**src/rtl/shw_usqrt.sv**
```systemverilog
module shw_usqrt #(
    parameter int RAD_W  = 48,
    parameter int SIDE_W = 1
) (
    input  logic                i_clk,
    input  logic                i_rst_n,
    input  logic                i_valid,
    input  logic [RAD_W-1:0]    i_rad,
    input  logic [SIDE_W-1:0]   i_side,
    output logic                o_valid,
    output logic [RAD_W/2-1:0]  o_root,
    output logic [SIDE_W-1:0]   o_side
);

    localparam int RT_W = RAD_W / 2;

    // one root bit per stage
    logic              r_vld  [RT_W];
    logic [RT_W:0]     r_rem  [RT_W];
    logic [RT_W-1:0]   r_root [RT_W];
    logic [RAD_W-1:0]  r_rad  [RT_W];
    logic [SIDE_W-1:0] r_side [RT_W];

    genvar k;
    generate
        for (k = 0; k < RT_W; k++) begin : g_stage
            logic              p_v;
            logic [RT_W:0]     p_rem;
            logic [RT_W-1:0]   p_root;
            logic [RAD_W-1:0]  p_rad;
            logic [SIDE_W-1:0] p_side;
            logic [RT_W+2:0]   sh;
            logic [RT_W+2:0]   tr;
            logic [RT_W+2:0]   df;
            logic              ge;

            if (k == 0) begin : g_first
                assign p_v    = i_valid;
                assign p_rem  = '0;
                assign p_root = '0;
                assign p_rad  = i_rad;
                assign p_side = i_side;
            end else begin : g_next
                assign p_v    = r_vld[k-1];
                assign p_rem  = r_rem[k-1];
                assign p_root = r_root[k-1];
                assign p_rad  = r_rad[k-1];
                assign p_side = r_side[k-1];
            end

            assign sh = {p_rem, p_rad[RAD_W-1 -: 2]};
            assign tr = {1'b0, p_root, 2'b01};
            assign ge = sh >= tr;
            assign df = sh - tr;

            always_ff @(posedge i_clk) begin
                if (!i_rst_n) begin
                    r_vld[k] <= 1'b0;
                end else begin
                    r_vld[k] <= p_v;
                end
            end

            always_ff @(posedge i_clk) begin
                r_rem[k]  <= ge ? df[RT_W:0] : sh[RT_W:0];
                r_root[k] <= {p_root[RT_W-2:0], ge};
                r_rad[k]  <= {p_rad[RAD_W-3:0], 2'b00};
                r_side[k] <= p_side;
            end
        end
    endgenerate

    assign o_valid = r_vld[RT_W-1];
    assign o_root  = r_root[RT_W-1];
    assign o_side  = r_side[RT_W-1];

endmodule

```
**config.mk**
```make
export PLATFORM = sky130hd
export DESIGN_NAME = shw_usqrt
export DESIGN_NICKNAME = d
export VERILOG_FILES = /design/src/rtl/shw_usqrt.sv
export SDC_FILE = /design/constraint.sdc
export NUM_CORES = 2
export LEC_CHECK = 0
export BUFFER_PORTS_ARGS = -buffer_cell sky130_fd_sc_hd__buf_2
export CORE_MARGIN = 2
export CORE_UTILIZATION = 35
export CTS_BUF_LIST = sky130_fd_sc_hd__clkbuf_4 sky130_fd_sc_hd__clkbuf_8
export DETAILED_ROUTE_END_ITERATION = 6
export GPL_TIMING_DRIVEN = 0
export PLACE_DENSITY = 0.61
export SYNTH_ARGS = -nofsm -noshare
export SYNTH_HDL_FRONTEND = slang
export SYNTH_SLANG_ARGS = --single-unit
```
**constraint.sdc**
```tcl
create_clock -name i_clk -period 4.3 [get_ports i_clk]
set_input_delay 0 -clock i_clk [delete_from_list [all_inputs] [get_ports i_clk]]
set_output_delay 0 -clock i_clk [all_outputs]
set_load 0.01 [all_outputs]
```
### After elaboration in Yosys (flattened, before gate mapping)

Memory sizes are Yosys's and may differ from the RTL's.
Index checks and enable logic that the tools add are counted.

* register bits: 0
* memories: 5
* input bits: 52
* logic and storage cells: 127
* output and inout port bits: 26
* bits in writable memories: 2328

* multiplexer cells: 50
* $add $sub $neg: 24
* bitwise gates (word level): 24
* order comparisons: 24

Memories
* r_rad: depth 24, width 46, rd ports 23, clocked after memory_dff 0, write ports 24, line 21 `logic [RAD_W-1:0] r_rad [RT_W];`
* r_rem: depth 24, width 25, rd ports 23, clocked after memory_dff 0, write ports 24, line 19 `logic [RT_W:0] r_rem [RT_W];`
* r_root: depth 24, width 24, rd ports 24, clocked after memory_dff 0, write ports 24, line 20 `logic [RT_W-1:0] r_root [RT_W];`
* r_side: depth 24, width 1, rd ports 24, clocked after memory_dff 0, write ports 24, line 22 `logic [SIDE_W-1:0] r_side [RT_W];`
* r_vld: depth 24, width 1, rd ports 24, clocked after memory_dff 0, write ports 24, line 18 `logic r_vld [RT_W];`

Operator list (number)
* $ge A27 B26 Y1: 23
* $mux W25: 24
* $sub A25 B25 Y25: 23
* $mux W1: 26
* $or A1 B1 Y1: 24
* $sub A2 B1 Y3 const B: 1
* $ge A2 B1 Y1 const B: 1

### Logic depth before layout (Yosys ltp)

An unclocked memory read counts as a cell.

* word-level depth: 3
* mapped depth: 13
* gate-level depth less buffers: 11

### Least setup slack after synthesis

No wires, ideal clock.

* kind: reg2reg
* from: memory r_root[2][52] in the netlist's numbering
* to: memory r_rem[4][94] in the netlist's numbering
* path slack: 1525 ps
* cell stages (with the launch flop): 13
* data required time: 4176 ps
* clock period less this slack: 2775 ps
* data arrival time: 2652 ps
* setup time: 124 ps
* path buffers: 3
* cells stage by stage: dfxtp_1 inv_1 ha_1 clkbuf_1 a21oi_1 o31ai_1 a211oi_1 o221a_2 o21ai_1 a31oi_1 clkbuf_1 buf_2 o21ai_0

RTL lines (line)
* from (decl): 20
* to (decl): 19

==> flow_metrics.tcl <==
set metrics [dict create \
    status "finished, final reports clean" \
    hold_class "in -> reg" \
    routedWlPerCell_um 14.1 \
    synth_fa_ha_area_frac 0.0780 \
    synthSimpleGateAreaFrac 0.126 \
    seq_area_frac_synth 0.554 \
    netlist_instances 5042 \
    clock.fmax_ghz 0.248 \
    async_flop_share 0 \
    fin_tns_setup_ns 0 \
    dpl.hpwl_um 79400 \
    fin_cells 7577 \
    ys_warn_count 0 \
    wl_um 107000 \
    clk_pin_slew_ns 0.06 \
    finalHoldViolCount 0 \
    final-max-slew-violation-count 0 \
    synth_area_per_cell_sq_um 10.3 \
    syn_nets 5419 \
    syn_area_sq_mm 0.0521 \
    setup_violations 0 \
    grt_pass1_vias 35700 \
    peakVddDrop_mv 0.352 \
    crit_chain "inv_1, ha_1, o21ai_0, a2111oi_0, o21bai_1, a21oi_1, o22ai_1, clkbuf_1, clkbuf_1, o21ai_0" \
    crit_type "reg -> reg" \
    antenna_found_initial 3 \
    die_height_um 390 \
    grt_pass1_wl_um 176000 \
    drc 0 \
    endpoint_kind "flop" \
    n_fill_cell 14200 \
    final_common_cell "dfxtp_1" \
    relSlewSlack 0.105 \
    synth_compound_area_frac 0.121 \
    multiInputGateArea_sq_mm 0.0213 \
    antenna_left 0 \
    skew_ns 0.0453 \
    coreArea_sq_mm 0.148 \
    yosys.area.top_type "dfxtp_1" \
    worst_slew_pin_slew_ns 1.31 \
    cts_setup_buffers 0 \
    dr.pass1.iters 6 \
    finalCriticalPeriod_ns 4.03 \
    crit_path_max_incr_delay_ns 1.13 \
    crit_required_ns 5.08 \
    cts_tree "built" \
    muxShareOfSynthArea 0.0135 \
    overflow 0 \
    ff2ff_path_depth 10 \
    die_w_um 390 \
    drtIter0Drc 1842 \
    synth_xor_area_frac 0.0685 \
    synth_area_leaders "dfxtp_1, ha_1, xnor2_1" \
    start_util 0.353 \
    dp_cells 7049 \
    synth_flop_cell "dfxtp_1" \
    whs_path_depth 4 \
    ys_ff_latch 1443 \
    nets 5830 \
    fin_crit_sh 0.936 \
    io_buffer_count 77 \
    grt_usage 0.141 \
    power_density_mw_per_mm2 591 \
    insertion_delay_ns 0.93 \
    rows 141 \
    register_area_sq_mm 0.0289 \
    clock_path_buffers 3 \
    arrival_ns 4.81 \
    avgViaCountPerCell 4.72 \
    syn_to_final_growth_pct 17.9 \
    grt_start_max_net_pins 18 \
    cts_buffers 227 \
    leakage_nw 28.6 \
    rsz0062_at_grt "false" \
    vias 35700 \
    cp-start-kind "flop" \
    io_pins 78 \
    cp_slowest_cell "a2111oi_0" \
    cap_violations 0 \
    gp_congestion 0.893 \
    dieArea_sq_mm 0.152 \
    ys_types 95 \
    cts.htree.levels 4 \
    synth_enable_flop_cells 0 \
    drive_gt1_frac 0.112 \
    synth_top_family_by_area "simple AND/OR/NAND/NOR gates" \
    clkSinkCount 1443 \
    cts_root_buf "clkbuf_8" \
    final_cell_mix "dfxtp_1, inv_1, nand2_1" \
    yosysTopAreaCellShare 0.554 \
    path_max_fanout 10 \
]
[metrics by stage]
step | hold slack, ns | total power [mW] | utilization | worst slack [ns] | area (sq um)
global route | 0.135 | 38.5 | 0.416 | 0.105 | 61500
finish | 0.187 | 36.3 | 0.416 | 0.273 | 61500
global placement | 0.102 | 23.2 | 0.372 | 0.455 | 54900
CTS | 0.0548 | 36.8 | 0.416 | 0.477 | 61500
detailed placement | 0.104 | 23.3 | 0.372 | 0.495 | 54900
floorplan | 0.0277 | 21.5 | - | 1.52 | 52100
[registers in the layout, indices dropped and copies added, names as in the netlist]
signal  cells
r_vld      24
r_side     24
r_rad     552
r_rem     543
r_root    300
[critical path: cells and delay by family (launching register included)]
kind	cells	cell delay, ns
AOI/OAI and AO/OA	6	2.48
buffers and inverters	3	0.72
DFF	1	0.36
adders and majority gates	1	0.34
[area by class of cell]
| class | instances | share of cell area |
|---|---|---|
| Inverter | 431 | 0.0263 |
| Buffer | 86 | 0.00610 |
| Sequential cell | 1443 | 0.470 |
| Timing Repair Buffer | 182 | 0.0234 |
| Clock buffer | 362 | 0.0750 |
| Antenna cell | 1 | 0.0000407 |
| Tap cell | 1930 | 0.0393 |
| Multi-Input combinational cell | 3082 | 0.346 |
| Clock inverter | 60 | 0.0144 |
[timing repair]
| item | CTS | global route |
|---|---|---|
| resized for setup | 0 | 0 |
| endpoints found under the hold margin | 74 | 0 |
| hold buffers | 104 | 0 |
| setup endpoints to repair | 0 | 0 |
[logic make-up after synthesis]
logic type / count (synthesis)
and+or+nand+nor: 1291
buffers and inverters: 517
other: 1
DFF: 1443
adders and majority gates: 325
AOI/OAI and AO/OA: 995
xor gates and xnor gates: 407
muxes: 63
[worst paths after layout]
| check | start | end | slack [ns] |
|---|---|---|---|
| worst max-delay path | r_root[2][120] | r_rem[5][67] | 0.27 |
| worst min-delay path | i_rst_n | r_vld[1][2] | 0.19 |
| worst max register to register | r_root[2][120] | r_rem[5][67] | 0.27 |
| worst min register to register | r_rad[1][311] | r_rad[1][359] | 0.30 |
[Yosys cell counts, types with 24 or more instances]
cell type	instances
dfxtp_1	1443
inv_1	430
nand2_1	349
ha_1	325
o21ai_0	272
nor2_1	261
a21oi_1	241
xnor2_1	224
xor2_1	182
a21o_1	112
nor3_1	109
nand3_1	85
o21a_1	75
clkbuf_1	72
nor4_1	61
nand4_1	56
nand2b_1	52
or3_1	50
mux2_2	48
o31ai_1	46
and2_1	45
or4_1	37
nor2b_1	36
a31oi_1	34
or2_2	34
a211oi_1	33
o211ai_1	24
[report_power, final]
part | switching [mW] | internal [mW] | leakage [nW]
logic | 3.32 | 2.74 | 13.6
registers | 1.48 | 15.6 | 12.1
clock network | 5.26 | 7.98 | 2.89
total | 10.1 | 26.3 | 28.6
[layer usage]
layer	wire (um)	track usage	up-vias
li1	-	-	18200
met2	49100	0.234	781
met4	3110	0.0531	0
met3	5810	0.0347	220
met5	0	0	-
met1	49100	0.176	16500
Note: power is estimated with default switching activity, not from simulation.
