**config.mk**
```make
export PLATFORM = sky130hd
export DESIGN_NAME = shw_udiv
export DESIGN_NICKNAME = d
export VERILOG_FILES = /design/src/rtl/shw_udiv.sv
export SDC_FILE = /design/constraint.sdc
export NUM_CORES = 2
export LEC_CHECK = 0
export ABC_CLOCK_PERIOD_IN_PS = 7700
export BUFFER_PORTS_ARGS = -buffer_cell sky130_fd_sc_hd__buf_4
export CAP_MARGIN = 20
export CORE_MARGIN = 1
export CORE_UTILIZATION = 25
export DETAILED_ROUTE_END_ITERATION = 10
export RECOVER_POWER = 100
export SETUP_SLACK_MARGIN = 0.4
export SLEW_MARGIN = 0
export SYNTH_ARGS = -nofsm -noshare
export SYNTH_HDL_FRONTEND = slang
export SYNTH_SLANG_ARGS = --single-unit
```
**constraint.sdc**
```tcl
create_clock -name i_clk -period 7.7 [get_ports i_clk]
set_input_delay 1.54 -clock i_clk [delete_from_list [all_inputs] [get_ports i_clk]]
set_output_delay 1.54 -clock i_clk [all_outputs]
set_load 0.03 [all_outputs]
```
**src/rtl/shw_udiv.sv**
```systemverilog
module shw_udiv #(
    parameter int NUM_W  = 32,
    parameter int DEN_W  = 32,
    parameter int SIDE_W = 1
) (
    input  logic              i_clk,
    input  logic              i_rst_n,
    input  logic              i_valid,
    input  logic [NUM_W-1:0]  i_num,
    input  logic [DEN_W-1:0]  i_den,
    input  logic [SIDE_W-1:0] i_side,
    output logic              o_valid,
    output logic [NUM_W-1:0]  o_quo,
    output logic [SIDE_W-1:0] o_side
);

    // one quotient bit per stage; numerator shifts out as quotient shifts in
    logic              r_vld  [NUM_W];
    logic [DEN_W-1:0]  r_rem  [NUM_W];
    logic [NUM_W-1:0]  r_nq   [NUM_W];
    logic [DEN_W-1:0]  r_den  [NUM_W];
    logic [SIDE_W-1:0] r_side [NUM_W];

    genvar k;
    generate
        for (k = 0; k < NUM_W; k++) begin : g_stage
            logic              p_v;
            logic [DEN_W-1:0]  p_rem;
            logic [NUM_W-1:0]  p_nq;
            logic [DEN_W-1:0]  p_den;
            logic [SIDE_W-1:0] p_side;
            logic [DEN_W:0]    sh;
            logic [DEN_W:0]    df;
            logic              ge;

            if (k == 0) begin : g_first
                assign p_v    = i_valid;
                assign p_rem  = '0;
                assign p_nq   = i_num;
                assign p_den  = i_den;
                assign p_side = i_side;
            end else begin : g_next
                assign p_v    = r_vld[k-1];
                assign p_rem  = r_rem[k-1];
                assign p_nq   = r_nq[k-1];
                assign p_den  = r_den[k-1];
                assign p_side = r_side[k-1];
            end

            assign sh = {p_rem, p_nq[NUM_W-1]};
            assign ge = sh >= {1'b0, p_den};
            assign df = sh - {1'b0, p_den};

            always_ff @(posedge i_clk) begin
                if (!i_rst_n) begin
                    r_vld[k] <= 1'b0;
                end else begin
                    r_vld[k] <= p_v;
                end
            end

            always_ff @(posedge i_clk) begin
                r_rem[k]  <= ge ? df[DEN_W-1:0] : sh[DEN_W-1:0];
                r_nq[k]   <= {p_nq[NUM_W-2:0], ge};
                r_den[k]  <= p_den;
                r_side[k] <= p_side;
            end
        end
    endgenerate

    assign o_valid = r_vld[NUM_W-1];
    assign o_quo   = r_nq[NUM_W-1];
    assign o_side  = r_side[NUM_W-1];

endmodule

```
* Word level (Yosys, flattened, before mapping)
Memories as Yosys holds them, arrays and structs flattened. Cells that the tools add are included.
Storage, ports and cells: memories kept 5, RAM bits 3136, output and inout bits 34, flip-flop bits (word level) 0, bits of input ports 68, logic and storage cells 167
Operators by class: add/sub/neg operators 32, mux-type cells 66, order comparisons 32, bitwise operators 32
Memory list:
- r_den | depth 32, bits a word 32, read ports 31, clocked after memory_dff 0, wr ports 32, RTL line 21 | logic [DEN_W-1:0] r_den [NUM_W];
- r_nq | depth 32, bits a word 32, read ports 32, clocked after memory_dff 0, wr ports 32, RTL line 20 | logic [NUM_W-1:0] r_nq [NUM_W];
- r_rem | depth 32, bits a word 32, read ports 31, clocked after memory_dff 0, wr ports 32, RTL line 19 | logic [DEN_W-1:0] r_rem [NUM_W];
- r_side | depth 32, bits a word 1, read ports 32, clocked after memory_dff 0, wr ports 32, RTL line 22 | logic [SIDE_W-1:0] r_side [NUM_W];
- r_vld | depth 32, bits a word 1, read ports 32, clocked after memory_dff 0, wr ports 32, RTL line 18 | logic r_vld [NUM_W];
Operator list (number):
- $mux 32 | 32
- $ge 33x32->1 | 31
- $sub 32x32->32 | 31
- $mux 1 | 34
- $ge 1x32->1 | 1
- $or 1x1->1 | 32
- $sub 1x32->32 | 1

* Depth between registers and ports, before layout
An unclocked memory read counts as a cell.
depth after elaboration 3, gate-level depth with buffers 17

* Worst setup path before layout
Ideal clock, no wire load.
path type reg2reg, start memory r_den[28][1], end memory r_rem[29][13], in the netlist r_rem[7][45], setup slack 4.138 ns, data required time 7.577 ns, setup time 0.123 ns, arrival time 3.438 ns, cell stages (with the launch flop) 15, path buffers 1, cells stage by stage dfxtp_1 inv_1 ha_1 nor2b_1 o31a_1 o31a_1 o311a_1 a221o_1 a2111oi_4 o31a_2 a21oi_1 nor3b_2 o21ai_2 buf_6 mux2_1
RTL lines (RTL line):
- start: declaration | 21
- end: declaration | 19

==> summary.md <==
| Metric | Value |
|---|---|
| Outcome | `finished with violations` |
| Failing checks | `design-rule violations, max-capacitance violations, max-slew violations` |
| Synth-to-Final Area Change | `16.2%` |
| Clk pin slew, worst setup/hold paths | `0.06 ns` |
| Synth area leaders | `dfxtp_1 49%, ha_1 9.9%, mux2_2 4.8%, a21oi_1 3.9%, inv_1 3.7%` |
| Setup violations, final | `0` |
| Placed instance area | `roughly 130000 sq um` |
| Vias in the first global route | `around 83000` |
| Gp weighted congestion | `~0.9` |
| First-pass GRT wire length | `442000 um` |
| R2R Path Start | `r_den[16][1]` |
| Post-route ant nets | `0` |
| Power Dens Cells | `296 nW/um^2` |
| Final min period | `approximately 5.7 ns` |
| Crit path max fanout | `58` |
| First-pass iteration count of the detailed router | `9` |
| Post-synth ARST share | `0%` |
| Pin count of the biggest net entering global routing | `64` |
| Ys Warns | `0` |
| Post-route cell area | `145000 sq um` |
| H-tree depth | `5` |
| Final period util | `around 74%` |
| Die area | `503000 sq um` |
| Avg Inst Size Synth | `between 10 and 15 sq um` |
| RSZ-0062 raised after global routing | `false` |
| Hold Crit Class | `flop to flop` |
| Hold path depth | `0` |
| Final Skew | `between 0.09 and 0.1 ns` |
| Post-synthesis sequential area ratio | `between 40% and 50%` |
| Lkg Pwr | `roughly 0.066 uW` |
| Syn Inst Count | `between 10000 and 15000` |
| Crit path required time | `about 8.4 ns` |
| CTS Sinks | `3072` |
| Post-synth EDFFs | `0` |
| Worst-Margin Slew | `2.66 ns` |
| Ports | `~100` |
| Share of cells above drive strength 1 | `9.36%` |
| Max Cap Viol | `29` |
| Clock Tree Buf Depth | `4` |
| WHS | `0.277 ns` |
| Die width | `just over 700 um` |
| Worst path slowest cell | `clkbuf_1` |
| Critical Path, Cell by Cell | `inv_1 -> ha_1 -> nor2b_1 -> o21a_1 -> o21ai_0 -> a21oi_1 -> a21oi_1 -> o21bai_1 -> a221oi_1 -> o211ai_1 -> a41o_2 -> clkbuf_1 -> a21oi_1` |
| Initial core utilization | `between 20% and 30%` |
| Dominant synthesized flop cell | `dfxtp_1` |
| Reg2Reg Setup Slack | `roughly 2 ns` |
| Initial DRC Count | `4161` |
| Cts hold-fix bufs | `0` |
| Wirelength, routed | `281000 um` |
| Top cell type's share of synthesized area | `between 40% and 50%` |
| DR vias | `between 80000 and 90000` |
| Setup tns final | `0 ns` |
| R2r endpoint | `r_rem[4][32]` |
| Area leader, netlist | `dfxtp_1` |
| Yosys reg bits | `between 3000 and 4000` |
| Length in cells of the worst reg-to-reg path | `13` |
| Final Hold Vio Count | `0` |
| Vias/cell | `4.31` |
| Setup CP Type | `flop to flop` |
| # rows | `259` |
| Clock Latency Late Sink | `between 0.9 and 1 ns` |
| Most frequent CP cell | `a21oi_1` |
| Setup Fix Bufs, Post-CTS | `0` |
| Crit start category | `flop` |
| WL/cell | `roughly 14 um` |
| GRT Util Overall | `about 11%` |
| Root Buffer | `clkbuf_16` |
| Largest stage delay, worst path | `between 1.5 and 2 ns` |
| Post_cts resized | `0` |
| IO buf count | `about 100` |
| DP HPWL | `between 200000 and 250000 um` |
| DRC violations left | `6` |
| Hold path endpoint | `r_nq[1][83]` |
| Max Slew Vio Count | `between 1000 and 1500` |
| Final Core Density | `29.2%` |
| Slew Limit Headroom | `-77.6%` |
| Count leader, synth | `dfxtp_1` |
| CTS tree | `built` |
| Mapped cell area | `approximately 130000 sq um` |
| Synth Net Count | `13600` |
| Hold Path Origin | `r_nq[1][50]` |
| Netlist cell types | `90` |
| CTS Buf Count | `around 350` |
| Worst Path Arrival | `roughly 6.4 ns` |
| Top cells by count, synth | `3072 x dfxtp_1, 1230 x inv_1, 994 x ha_1` |
| Core region area | `around 500000 sq um` |
| Worst VDD drop | `0.000184 V` |
| Total gr overflow | `0` |
| Nets@finish | `around 14000` |
| Die height | `just over 700 um` |
| Maximum clock frequency | `about 170 MHz` |
| Initial antenna violation count | `4` |
| Crit path capture type | `flop` |
cell usage in the layout, fill, tap and decap left out, types with 30 or more instances in the layout:
| master | synthesis | layout |
|---|---|---|
| fa_1 | 30 | 30 |
| a31oi_1 | 114 | 113 |
| clkinv_2 | 0 | 56 |
| a21o_1 | 485 | 485 |
| or2_2 | 36 | 36 |
| nand3_1 | 178 | 178 |
| nand2_1 | 671 | 671 |
| mux2_2 | 538 | 476 |
| xor2_1 | 304 | 304 |
| ha_1 | 994 | 994 |
| bufinv_16 | 0 | 43 |
| o21bai_1 | 103 | 103 |
| nor4_1 | 39 | 39 |
| and2_1 | 92 | 73 |
| a21boi_0 | 52 | 53 |
| nand2b_1 | 129 | 129 |
| clkbuf_4 | 0 | 52 |
| nand4_1 | 154 | 154 |
| mux2_1 | 3 | 89 |
| o21ai_0 | 657 | 660 |
| a211oi_1 | 60 | 60 |
| mux2i_1 | 50 | 50 |
| xnor2_1 | 509 | 509 |
| o31a_1 | 32 | 32 |
| o31ai_1 | 75 | 74 |
| nor2b_1 | 167 | 167 |
| clkbuf_8 | 0 | 68 |
| nor3_1 | 124 | 124 |
| inv_1 | 1230 | 1231 |
| a21oi_1 | 963 | 962 |
| and3_1 | 85 | 85 |
| o21a_1 | 150 | 150 |
| clkbuf_1 | 235 | 123 |
| or3_1 | 34 | 34 |
| dfxtp_1 | 3072 | 3072 |
| nor2_1 | 639 | 639 |
| clkbuf_16 | 0 | 351 |
per-layer routing:
layer	global-route usage, %	vias to the layer above	wire [um]
li1	-	43500	-
met1	12.3	38800	119000
met2	19.2	1548	135000
met3	1.61	690	10700
met4	5.59	0	15400
met5	0	-	0
worst max-delay path, delay by kind of cell, from the launching register on:
| kind | cells | cell delay (ns) |
|---|---|---|
| compound gates | 9 | 2.44 |
| buf+inv | 2 | 1.95 |
| flops | 1 | 0.58 |
| fa+ha+maj | 1 | 0.30 |
| simple gates | 1 | 0.13 |
cell families (layout without fill, tap and decap cells):
group	Yosys count	count (layout)	share of synthesized area, %
adder cells (fa/ha/maj)	1024	1024	10.4
flip-flops	3072	3072	49.2
AO/OA/AOI/OAI	3025	3025	15.3
other	0	1	0
XOR/XNOR	813	813	5.69
multiplexers	615	615	5.56
AND/OR/NAND/NOR	2426	2426	9.35
buffers and inverters	1503	2003	4.55
through the flow:
step / std cells / total power, uW / setup WS, ns
final: 19600 / 43000 / 1.97
after global routing: 19600 / 45400 / 1.48
after CTS: 19600 / 43900 / 3.16
after detailed placement: 19000 / 26000 / 2.90
after global placement: 19000 / 25900 / 2.95
after floorplan: 12500 / 24100 / 4.14
worst max-delay path by stage:
stage	from	to	slack, ns	depth (start not counted)
after floorplan	r_den[28][1]	r_rem[7][45]	4.14	14
after global placement	i_den[29]	r_rem[0][8]	2.95	8
after detailed placement	i_den[29]	r_rem[0][24]	2.90	8
after CTS	r_den[13][5]	r_rem[3][91]	3.16	14
after global routing	r_den[3][1]	r_rem[1][2]	1.48	13
final	r_den[16][1]	r_rem[4][32]	1.97	13
power by group:
group	switching (uW)	internal [uW]	total (uW)	leakage, uW
clock	6930	10600	17500	0.00605
combinational	4200	3510	7710	0.0345
sequential	674	17100	17800	0.0255
total	11800	31200	43000	0.0661
sequential cells by signal, summed over array words and instances, names as in the netlist:
name	flops
r_nq	1024
r_den	992
r_rem	992
r_side	32
r_vld	32
cell type report:
| class | instances | area (sq um) |
|---|---|---|
| diodes | 1 | 2.50 |
| clock buffers | 466 | 9900 |
| repair buffers | 133 | 713 |
| fillers | 51800 | 352000 |
| multi-input cells | 7903 | 57800 |
| inverters | 1231 | 4620 |
| flip-flops and latches | 3072 | 61500 |
| well taps | 6655 | 8330 |
| clock inverters | 173 | 2510 |
Note: power is estimated with default switching activity, not from simulation.
